`src/hdl/omb_pkg.sv`:
```
`timescale 1ns / 1ps

package omb_pkg;

    localparam int ADDR_W   = 48;
    localparam int LIVE_W   = 17;
    localparam int SIZE_W   = 17;
    localparam logic [LIVE_W-1:0] LIVE_MAX = '1;

    typedef enum logic [0:0] {
        KIND_MARK  = 1'b0,
        KIND_COUNT = 1'b1
    } kind_t;

    typedef struct packed {
        logic              kind;
        logic [ADDR_W-1:0] start_addr;
        logic [SIZE_W-1:0] obj_words;
        logic [ADDR_W-1:0] end_obj_addr;
    } req_t;

    typedef struct packed {
        logic              newly_marked;
        logic [LIVE_W-1:0] live_words;
        logic              error;
    } rsp_t;

    typedef struct packed {
        logic              kind;
        logic              err;
        logic [ADDR_W-1:0] a_off;
        logic [ADDR_W-1:0] b_val;
    } cmd_t;

    typedef enum logic [2:0] {
        ST_CLEAR,
        ST_IDLE,
        ST_MARK_RD,
        ST_MARK_WR,
        ST_CNT_RD,
        ST_CNT_SCAN,
        ST_DONE
    } back_state_t;

endpackage

```
`src/hdl/omb_queue.sv`:
```
`timescale 1ns / 1ps

module omb_queue
    import omb_pkg::*;
(
    input  logic clk,
    input  logic rst_n,
    input  logic push,
    input  cmd_t push_data,
    input  logic pop,
    output logic full,
    output logic empty,
    output cmd_t head
);

    cmd_t       slot_reg [2];
    logic       wr_ptr_reg;
    logic       rd_ptr_reg;
    logic [1:0] cnt_reg;

    assign full  = (cnt_reg == 2'd2);
    assign empty = (cnt_reg == 2'd0);
    assign head  = slot_reg[rd_ptr_reg];

    always_ff @(posedge clk)
    begin
        if (push)
        begin
            slot_reg[wr_ptr_reg] <= push_data;
        end
    end

    always_ff @(posedge clk or negedge rst_n)
    begin
        if (!rst_n)
        begin
            wr_ptr_reg <= 1'b0;
            rd_ptr_reg <= 1'b0;
            cnt_reg    <= 2'd0;
        end
        else
        begin
            if (push)
            begin
                wr_ptr_reg <= !wr_ptr_reg;
            end
            if (pop)
            begin
                rd_ptr_reg <= !rd_ptr_reg;
            end
            if (push && !pop)
            begin
                cnt_reg <= cnt_reg + 2'd1;
            end
            else if (pop && !push)
            begin
                cnt_reg <= cnt_reg - 2'd1;
            end
        end
    end

endmodule

```
`config.mk`:
```
export PLATFORM = sky130hd
export DESIGN_NAME = omb_queue
export DESIGN_NICKNAME = d
export VERILOG_FILES = /design/src/hdl/omb_pkg.sv /design/src/hdl/omb_queue.sv
export SDC_FILE = /design/constraint.sdc
export NUM_CORES = 1
export LEC_CHECK = 0
export CAP_MARGIN = 20
export CORE_MARGIN = 2
export CORE_UTILIZATION = 55
export CTS_CLUSTER_SIZE = 25
export DETAILED_ROUTE_END_ITERATION = 8
export DONT_BUFFER_PORTS = 1
export PLACE_DENSITY = 0.7
export SETUP_SLACK_MARGIN = 0.4
export SLEW_MARGIN = 20
export SYNTH_ARGS = -nofsm -noshare
export SYNTH_HDL_FRONTEND = slang
export SYNTH_SLANG_ARGS = --single-unit
```
`constraint.sdc`:
```
create_clock -name clk -period 5.9 [get_ports clk]
set_input_delay 0.885 -clock clk [delete_from_list [all_inputs] [get_ports clk]]
set_output_delay 0.885 -clock clk [all_outputs]
set_load 0.005 [all_outputs]
```
== Word-level counts from Yosys, hierarchy flattened ==
Memory sizes are Yosys's and may differ from the RTL's.
Index checks and enable logic that the tools add are counted.

* Flip-flop bits (word level): 4
* Bits in writable memories: 196
* Input port bits: 102
* Memories: 1

{| class="wikitable"
|+ Memories
! memory !! words !! bits a word !! read ports !! clocked after memory_dff !! write ports !! RTL line !! source
|-
| slot_reg || 2 || 98 || 1 || 0 || 1 || omb_queue.sv:16 || <nowiki>cmd_t slot_reg [2];</nowiki>
|}

* Add/subtract/negate cells: 2
* Equal/unequal tests: 1
* Muxes and demuxes: 4
* Reductions and logical operators: 8

{| class="wikitable"
|+ Operators with widths
! operator !! count
|-
| 1-bit logical NOT || 4
|-
| 2-bit 2-to-1 mux || 2
|-
| 2-bit by 1-bit adder with 2-bit output (second input constant) || 1
|-
| 2-bit equality test (second input constant) || 1
|-
| 1-bit logical AND || 2
|-
| 2-bit logical NOT || 1
|-
| 1-bit 2-to-1 mux || 2
|-
| 2-bit nonzero test || 1
|-
| 2-bit by 1-bit subtractor with 2-bit output (second input constant) || 1
|}

== Longest topological paths before layout ==
* Depth after elaboration: 4
* Gate-level depth with buffers: 5
* Gate-level depth less buffers: 5

== Least setup slack after synthesis ==
Ideal clock, no wire load.

* Path type: in2reg
* Start point: in push
* End point: mem slot_reg[0][0] (netlist name) (enable)
* Setup time: 0.567 ns
* Arrival time: 5.152 ns
* Data required time: 5.333 ns
* Setup slack: 0.181 ns
* Cell stages on the path: 1
* Path buffers: 0
* Cells stage by stage: nor2b_1

* Cells in the longest elaborated chain, start to end: 2

{| class="wikitable"
|+ Ends and longest elaborated chain
! what !! RTL line !! source
|-
| start: declaration || omb_queue.sv:8 || <nowiki>input logic push,</nowiki>
|-
| 1-bit 2-to-1 mux || omb_queue.sv:27 || <nowiki>if (push)</nowiki>
|-
| 1-bit 2-to-1 mux (implied by the code) || omb_queue.sv:29 || <nowiki>slot_reg[wr_ptr_reg] <= push_data;</nowiki>
|-
| end: declaration || omb_queue.sv:16 ||
|}

Every way passes these cells.

==> impl_results.md <==
* Status: finished, final reports clean
* Flops & latches, synth at 200
* PortBufs at 0
* Total leakage power at 2.68 nW
* Post-DR wirelength/cell at 22.6 um
* DR vias at 2897
* Worst Clk Skew at 0.00594 ns
* Unrepaired setup endpoints after global routing: no
* Row count at 42
* Residual DRC at 0
* CP arrival at 2.47 ns
* Worst EP required at 5.02 ns
* Filler cells at 911
* Final worst-path cycle share at 56.8%
* Share of layout cells above drive strength 1 at 39.3%
* First-pass DRT Iterations at 4
* Post-Synth Adder-Cell Area at 0.172%
* Area delta synth->final at 10.9%
* Ys Warns at 0
* Initial antenna violation count at 0
* Synth Cell Area at 0.00729 mm^2
* Gr ovfl total at 0
* Fin crit period at 3.35 ns
* Final setup TNS at 0 ns
* Routability-driven placement congestion ratio at 0.736
* Post-Synth Simple-Gate Area at 0.361%
* Seq/Total Area, Yosys at 82.1%
* CTS H-tree depth at 4
* Clock insertion delay at the later pin of the skew report at 0.42 ns
* Die W at 119 um
* Worst slack, placed at 2.98 ns
* Syn nets at 424
* TritonCTS buffer count at 17
* Distinct cells, synth at 13
* # hold bufs at CTS at 0
* Crit. End Element: output port
* Largest family of logic cells by synthesized area: multiplexers
* Clock root cell: clkbuf_16
* Die Y at 119 um
* Nets@finish at 436
* Setup bufs post-CTS at 0
* Vias in the first global route at 3105
* Syn Area/Cell at 22.7 um^2
* Area share of the largest cell type after synthesis at 80.8%
* Top cells by area, synth: edfxtp_1, mux2_2, mux2_4
* Die area at 0.0142 mm^2
* Final setup margin at 2.55 ns
* Multiplexer share of the synthesized area at 15.7%
* CP Max Fanout at 51
* Peak supply drop at 0.345 mV
* XOR/XNOR Fraction of Synth Area at 0.601%
* Slew headroom at 48.7%
* # IOs at 202
* CTS tree: done
* MaxCap Viol Count at 0
* First-pass GRT wire length at 17400 um
* Max Buffers Root-to-Sink at 2
* Largest net degree at the start of global routing at 58
* Post-synth top area cell: edfxtp_1
* Post-route antenna net violation count at 0
* Min Hold Slack at 0.152 ns
* Fmax at 0.298 GHz
* Max FFs per register at 196
* GRT Total Usage at 16.7%
* Mapped Cells at 321
* Post-synthesis compound-gate area fraction at 0%
* Post-cts resize count at 0
* Clock-pin slew on the worst setup and hold paths at 0.06 ns
* Diodes inserted at 0
* Core area at 0.0131 mm^2
* Pins over their slew limit at 0
* Clock sink total at 200
* Final wirelength at 11800 um
* Iter 0 DRT Violations at 239
* Worst-margin pin slew at 0.770 ns
* Vias per inst at 5.55
* Initial Util at 55.7%
* CP Launch Type: flip-flop
* Pwr Density at 485 mW/mm^2
* Final hold violation count at 0
* Crit Path Class: reg -> out
* Endpoints failing setup at 0
* Hpwl dp at 7570 um
* HP Class: in -> async
## worst paths after layout
check | end | slack (ns) | cells after the start | from
max | head[86] | 2.55 | 2 | rd_ptr_reg
min in group clk | cnt_reg[1] | 0.52 | 1 | cnt_reg[1]
max in group asynchronous | rd_ptr_reg | 5.67 | 0 | rst_n
max reg2reg | slot_reg[1][29] | 3.79 | 2 | wr_ptr_reg
min reg2reg | cnt_reg[1] | 0.52 | 1 | cnt_reg[1]
min | cnt_reg[0] | 0.15 | 0 | rst_n
## synth_stat cells
master	number
and2_1	1
buf_2	8
buf_6	3
dfrtp_1	4
edfxtp_1	196
ha_1	1
inv_1	1
mux2_2	88
mux2_4	10
nor2_1	2
nor2b_1	2
xnor2_1	1
xor2_1	4
## kinds of logic after synthesis
| family | Yosys count |
|---|---|
| flip-flops | 200 |
| multiplexers | 98 |
| buffers and inverters | 12 |
| XOR/XNOR | 5 |
| AND/OR/NAND/NOR | 5 |
| adder cells (fa/ha/maj) | 1 |
## layout make-up
type | instances | area, um^2 | share of cell area [%]
sequential | 200 | 5990 | 74.1
clock inverter | 10 | 118 | 1.46
multi-input combinational | 109 | 1230 | 15.3
clock buffer | 22 | 484 | 5.99
tap | 176 | 220 | 2.73
inverter | 1 | 3.75 | 0.0465
timing repair buffer | 4 | 30.0 | 0.372
## cells in the final DEF, fill, tap and decap left out
master,netlist,routed
bufinv_16,0,2
dfrtp_4,0,1
nor2_1,2,2
clkbuf_8,0,4
xnor2_1,1,1
clkinv_2,0,3
nor2b_1,2,1
buf_4,0,4
inv_6,0,1
nor2b_4,0,1
mux2_4,10,10
clkbuf_1,0,1
ha_1,1,1
mux2_2,88,88
dfrtp_1,4,3
xor2_1,4,4
inv_1,1,1
clkinvlp_4,0,1
edfxtp_1,196,196
and2_4,0,1
clkinv_4,0,3
clkbuf_16,0,17
## per-stage QoR
stage               total power [mW]  instances  utilization [%]  cell area, um^2
floorplan                       2.67        321                -             7290
global placement                2.80        490             57.1             7480
detailed placement              2.82        490             57.1             7480
CTS                             3.97        522             61.7             8080
global route                    4.09        522             61.7             8080
finish                          3.92        522             61.7             8080
## critical path, cell delays in order, from the launching register on
cell and delay (ns):
dfrtp_4 0.86, buf_4 0.66, mux2_2 0.43
## power breakdown
group	total, mW	switching, mW	internal, mW	leakage [nW]
registers	2.02	0.136	1.89	1.89
logic	0.747	0.393	0.355	0.499
clock network	1.15	0.475	0.671	0.296
## per-layer routing
layer / vias up / GRT usage, % / wire length (um) / part of all wire (%)
met2: 141 / 25.9 / 5780 / 49
li1: 1290 / - / - / -
met5: - / 0 / 0 / 0
met4: 0 / 6.03 / 151 / 1.3
met3: 11 / 11.1 / 1560 / 13
met1: 1455 / 18.4 / 4280 / 36
No activity file was read; power rests on OpenSTA's default activity.
