### src/hdl/omb_pkg.sv
`timescale 1ns / 1ps

package omb_pkg;

    localparam int ADDR_W   = 48;
    localparam int LIVE_W   = 17;
    localparam int SIZE_W   = 17;
    localparam logic [LIVE_W-1:0] LIVE_MAX = '1;

    typedef enum logic [0:0] {
        KIND_MARK  = 1'b0,
        KIND_COUNT = 1'b1
    } kind_t;

    typedef struct packed {
        logic              kind;
        logic [ADDR_W-1:0] start_addr;
        logic [SIZE_W-1:0] obj_words;
        logic [ADDR_W-1:0] end_obj_addr;
    } req_t;

    typedef struct packed {
        logic              newly_marked;
        logic [LIVE_W-1:0] live_words;
        logic              error;
    } rsp_t;

    typedef struct packed {
        logic              kind;
        logic              err;
        logic [ADDR_W-1:0] a_off;
        logic [ADDR_W-1:0] b_val;
    } cmd_t;

    typedef enum logic [2:0] {
        ST_CLEAR,
        ST_IDLE,
        ST_MARK_RD,
        ST_MARK_WR,
        ST_CNT_RD,
        ST_CNT_SCAN,
        ST_DONE
    } back_state_t;

endpackage

### src/hdl/omb_front.sv
`timescale 1ns / 1ps

module omb_front
    import omb_pkg::*;
#(
    parameter int HEAP_WORDS = 65536
)
(
    input  logic              clk,
    input  logic              rst_n,
    input  logic              cfg_we,
    input  logic [ADDR_W-1:0] cfg_wdata,
    input  logic              req_valid,
    output logic              req_stall,
    input  req_t              req,
    input  logic              q_full,
    input  logic              clearing,
    output logic              push,
    output cmd_t              cmd
);

    localparam logic [ADDR_W-1:0] HEAP_LIM = ADDR_W'(HEAP_WORDS);

    logic [ADDR_W-1:0] base_reg;
    logic [ADDR_W-1:0] off_a;
    logic [ADDR_W-1:0] off_e;

    always_ff @(posedge clk or negedge rst_n)
    begin
        if (!rst_n)
        begin
            base_reg <= '0;
        end
        else if (cfg_we)
        begin
            base_reg <= cfg_wdata;
        end
    end

    assign req_stall = q_full || clearing;
    assign push      = req_valid && !req_stall;
    assign off_a     = req.start_addr - base_reg;
    assign off_e     = req.end_obj_addr - base_reg;

    always_comb
    begin
        cmd.kind  = req.kind;
        cmd.a_off = off_a;
        if (req.kind == KIND_COUNT)
        begin
            cmd.b_val = off_e;
            cmd.err   = (off_a >= HEAP_LIM) || (off_e >= HEAP_LIM);
        end
        else
        begin
            cmd.b_val = ADDR_W'(req.obj_words);
            cmd.err   = (off_a >= HEAP_LIM) || (req.obj_words == '0);
        end
    end

endmodule

### config.mk
export PLATFORM = sky130hd
export DESIGN_NAME = omb_front
export DESIGN_NICKNAME = d
export VERILOG_FILES = /design/src/hdl/omb_pkg.sv /design/src/hdl/omb_front.sv
export SDC_FILE = /design/constraint.sdc
export NUM_CORES = 1
export LEC_CHECK = 0
export BUFFER_PORTS_ARGS = -buffer_cell sky130_fd_sc_hd__buf_2
export CORE_ASPECT_RATIO = 1.5
export CORE_MARGIN = 5
export CORE_UTILIZATION = 50
export DETAILED_ROUTE_END_ITERATION = 16
export GPL_TIMING_DRIVEN = 0
export MAX_ROUTING_LAYER = met4
export PLACE_DENSITY = 0.84
export SLEW_MARGIN = 10
export SYNTH_ARGS = -nofsm -noshare
export SYNTH_HDL_FRONTEND = slang
export SYNTH_SLANG_ARGS = --single-unit
### constraint.sdc
create_clock -name clk -period 11.7 [get_ports clk]
set_clock_uncertainty 0.15 [all_clocks]
set_input_delay 0 -clock clk [delete_from_list [all_inputs] [get_ports clk]]
set_output_delay 0 -clock clk [all_outputs]
set_load 0.05 [all_outputs]
* Word-level counts from Yosys, hierarchy flattened
Index checks and enable logic that the tools add are counted.
Word-level totals: bits of input ports 168, register bits 48
Operators by class: add/sub/neg operators 2, magnitude comparators 2, muxes and demuxes 2, reduce and logical (&&, ||, !) cells 6
Operators with widths (number):
- greater-or-equal comparator 48 x 17 -> 1 bit, second input constant | 2
- subtractor 48 bit | 2
- two-way mux 48 bit | 1
- zero test 17 bit | 1
- logical OR 1 bit | 3
- logical AND 1 bit | 1
- zero test 1 bit | 1
- two-way mux 1 bit | 1

* Logic depth before layout (Yosys ltp)
depth in word-level cells 4, gate-level depth with buffers 16, mapped depth without buffers 16

* Worst setup path before layout
No wires, ideal clock.
path kind register to output, start point register base_reg[14], end point output port cmd[96] in the netlist's numbering, path buffers 0, data arrival time 4.166 ns, slack 7.384 ns, cell stages (with the launch flop) 14, required time 11.550 ns, path through dfrtp_1 inv_1 ha_1 nand2_1 or4_1 o41ai_2 nor2_2 o21ai_1 xor2_1 or4_1 or4_1 nor4_1 nand4b_1 a2111o_1
RTL lines:
- from (decl) | RTL line omb_front.sv:24 | logic [ADDR_W-1:0] base_reg;
- from (signal assigned) | RTL line omb_front.sv:36 | base_reg <= cfg_wdata;
- to (decl) | RTL line omb_front.sv:19 | output cmd_t cmd

==> impl_results.md <==
* Global route total overflow at 0
* Slew @ Worst Pin at 1.11 ns
* Final core occ at 65.6%
* Vias in the first global route at 9518
* Outcome: finished clean
* Setup TNS at 0 ns
* Final hold vios at 0
* Power share of the combinational group at 76.0%
* First-pass GRT wire length at 47300 um
* Top cells by area, synth: dfrtp_1 (15%), ha_1 (15%), xnor2_1 (6.7%)
* Filler cell count at 1424
* Sink Count at 48
* Pre-CTS WS at 6.98 ns
* Pint at 0.567 mW
* Final WL at 30400 um
* Async SR Flop Fraction at 100%
* Share of cells above drive strength 1 at 22.4%
* WL/cell at 18.7 um
* Area of the mapped netlist at 7860 sq um
* Syn_area_per_cell at 7.23 sq um
* Worst setup EP type: output pin
* Startpoint types: flop
* Clk Latency, worst-skew pair at 0.28 ns
* Tmin final at 5.17 ns
* Via count at 9488
* Detail Placement HPWL at 25200 um
* Area of the core at 15600 sq um
* Post-CTS setup buffer count at 0
* Critical path class: reg2out
* Drt drc at 0
* Leak at 4.87 nW
* Design Area, Final at 10200 sq um
* Die Area at 18400 sq um
* Area after DPL at 9440 sq um
* Switching power at 0.763 mW
* RSZ-0062 raised after global routing: no
* Width of the chip at 112 um
* Vias/cell at 5.83
* Syn-to-layout area delta at 29.8%
* Sw Share at 57.4%
* Seq cells post-synth at 48
* Ys Warns at 0
* Max reg flops at 48
* CTS H-Tree Depth at 2
* Cell type with the largest total area after synthesis: dfrtp_1
* CTS Root Cell: clkbuf_16
* Flop pwr share at 14.0%
* Net Count, Synth at 1351
* CTS Buf Count at 5
* CTS tree: built
* Worst Path Arrival at 5.02 ns
* Die height at 164 um
* Slew headroom at 25.2%
* Final Max Slew Viols at 0
* Clock buffer depth at 2
* Clock-pin slew on the worst setup and hold paths at 0.06 ns
* 1st-pass router iterations at 6
* Cell area power density at 130 nW/um^2
* Final nets at 1685
* Top cell type's share of synthesized area at 15.3%
* Yosys cell types at 81
* I/O pin total at 268
* GRT Total Usage at 32.7%
* Initial antenna violation count at 2
* Setup violators final at 0
* Worst Path Required at 11.55 ns
* Post-synth EDFFs at 0
* Setup WS post-layout at 6.53 ns
* Flop-to-flop setup slack at 10.13 ns
* Main synth FF type: dfrtp_1
* Post-Syn Instances at 1087
* Hold Path Class: in2reg
* Multi-input gate area in the final layout at 6210 sq um
* Fmax at 194 MHz
* Final ANT Viol Nets at 0
* FF/Latch Area at 1200 sq um
* Max cap viols at 0
* Sequential area share after synthesis at 15.3%
* Worst-path fanout max at 4
* WHS at 0.0196 ns
* Initial Util at 50.5%
* IO buf count at 265
* Post-CTS sizing at 0
* Final Cycle Share at 44.2%
* Largest net degree at the start of global routing at 49
* Row count at 56
* DRT iter0 DRCs at 608
* Clk network pwr share at 10.0%
* Max IR drop VDD at 0.0923 mV
* Final GP Congestion at 0.989
## worst paths after layout
path / end / start / depth (start not counted)
max in group asynchronous: base_reg[17]$_DFFE_PN0P_ / rst_n / 2
worst max register to register: base_reg[39]$_DFFE_PN0P_ / base_reg[39]$_DFFE_PN0P_ / 3
worst max-delay path: cmd[96] / base_reg[13]$_DFFE_PN0P_ / 14
worst min register to register: base_reg[23]$_DFFE_PN0P_ / base_reg[23]$_DFFE_PN0P_ / 2
min in group asynchronous: base_reg[31]$_DFFE_PN0P_ / rst_n / 2
worst min-delay path: base_reg[33]$_DFFE_PN0P_ / cfg_we / 2
## per-layer routing
layer,vias to the layer above,wire length (um),GRT usage [%],share of wire (%)
met5,-,0,-,0
met4,0,1880,16.4,6.2
met3,105,2060,4.45,6.8
met2,448,15500,60.4,51
met1,4348,11000,33.4,36
li1,4587,-,-,-
## critical path, stage by stage (launching register included)
cell	delay (ns)
dfrtp_1	0.33
inv_1	0.11
ha_1	0.37
nand2_1	0.12
or4_1	0.62
o41ai_2	0.53
nor2_2	0.12
xnor2_1	0.20
nor4_1	0.33
nor4b_1	0.25
or4b_1	0.47
nor4_1	0.45
nand4b_1	0.24
a2111o_1	0.38
buf_2	0.21
## cell usage after synthesis (4+ instances only)
| cell type | n |
|---|---|
| o21ai_0 | 92 |
| nor2b_1 | 8 |
| xor2_1 | 32 |
| a21oi_2 | 8 |
| or4_1 | 10 |
| a21oi_1 | 102 |
| nor4_1 | 13 |
| dfrtp_1 | 48 |
| nor3b_1 | 4 |
| a211oi_1 | 5 |
| nand3_1 | 32 |
| ha_1 | 94 |
| o21bai_1 | 10 |
| mux2_2 | 15 |
| a31oi_1 | 18 |
| nand4_1 | 17 |
| inv_1 | 70 |
| o31ai_1 | 4 |
| and3_1 | 10 |
| xnor2_1 | 60 |
| o211ai_1 | 7 |
| clkbuf_1 | 41 |
| nand2b_1 | 6 |
| and2_1 | 26 |
| o21a_1 | 8 |
| a21o_1 | 33 |
| o21ai_1 | 13 |
| nand2_1 | 134 |
| nor2_1 | 79 |
| nor3_1 | 13 |
## area by class of cell
cell class                 instances  share of cell area, %
buffer                            45                   1.79
antenna                            4                 0.0981
inverter                          71                   2.61
timing repair buffer             327                   19.1
multi-input combinational        923                   60.8
clock inverter                     1                 0.0490
clock buffer                       6                   1.26
tap                              203                   2.49
sequential                        48                   11.8
## through the flow
stage               power [mW]  instances
floorplan                0.933       1087
global placement          1.16       1555
detailed placement        1.17       1555
CTS                       1.32       1624
global route              1.41       1626
finish                    1.33       1628
## cells by family after synthesis
kind of cell	synth area share (%)
adder cells (fa/ha/maj)	15.5
buffers and inverters	5.72
flip-flops	15.3
XOR/XNOR	10.3
AND/OR/NAND/NOR	22.8
AO/OA/AOI/OAI	28.2
multiplexers	2.28
## cells in the final DEF (no fill, tap or decap), types with 4 or more instances in the layout
| master | netlist | layout |
|---|---|---|
| a21oi_2 | 8 | 8 |
| buf_2 | 2 | 267 |
| nor3b_1 | 4 | 4 |
| nor4_1 | 13 | 13 |
| diode_2 | 0 | 4 |
| nand2_1 | 134 | 134 |
| o21a_1 | 8 | 8 |
| nand2b_1 | 6 | 6 |
| inv_1 | 70 | 70 |
| o21bai_1 | 10 | 10 |
| nor3_1 | 13 | 13 |
| a21o_1 | 33 | 33 |
| clkbuf_1 | 41 | 42 |
| nand4_1 | 17 | 17 |
| and2_1 | 26 | 26 |
| o21ai_1 | 13 | 13 |
| and3_1 | 10 | 10 |
| ha_1 | 94 | 94 |
| nor2_1 | 79 | 79 |
| o21ai_0 | 92 | 92 |
| dfrtp_1 | 48 | 48 |
| clkbuf_16 | 0 | 5 |
| a21oi_1 | 102 | 102 |
| xor2_1 | 32 | 32 |
| dlygate4sd3_1 | 0 | 62 |
| o211ai_1 | 7 | 7 |
| a211oi_1 | 5 | 5 |
| mux2_2 | 15 | 15 |
| xnor2_1 | 60 | 60 |
| or4_1 | 10 | 10 |
| a31oi_1 | 18 | 18 |
| nor2b_1 | 8 | 8 |
| nand3_1 | 32 | 32 |
| o31ai_1 | 4 | 4 |
## power groups by stage
stage	Clock, mW	Combinational (mW)	Sequential, mW
after floorplan	0	0.746	0.187
after global placement	0	0.976	0.188
after detailed placement	0	0.981	0.189
after CTS	0.133	1.00	0.186
after global routing	0.142	1.08	0.187
final	0.133	1.01	0.186
## timing repair
| action | 4_1_cts | 5_1_grt |
|---|---|---|
| hold buffers | 62 | 0 |
| endpoints found under the hold margin | 96 | 0 |
| setup endpoints to repair | 0 | 0 |
(Power assumes the default switching activity.)
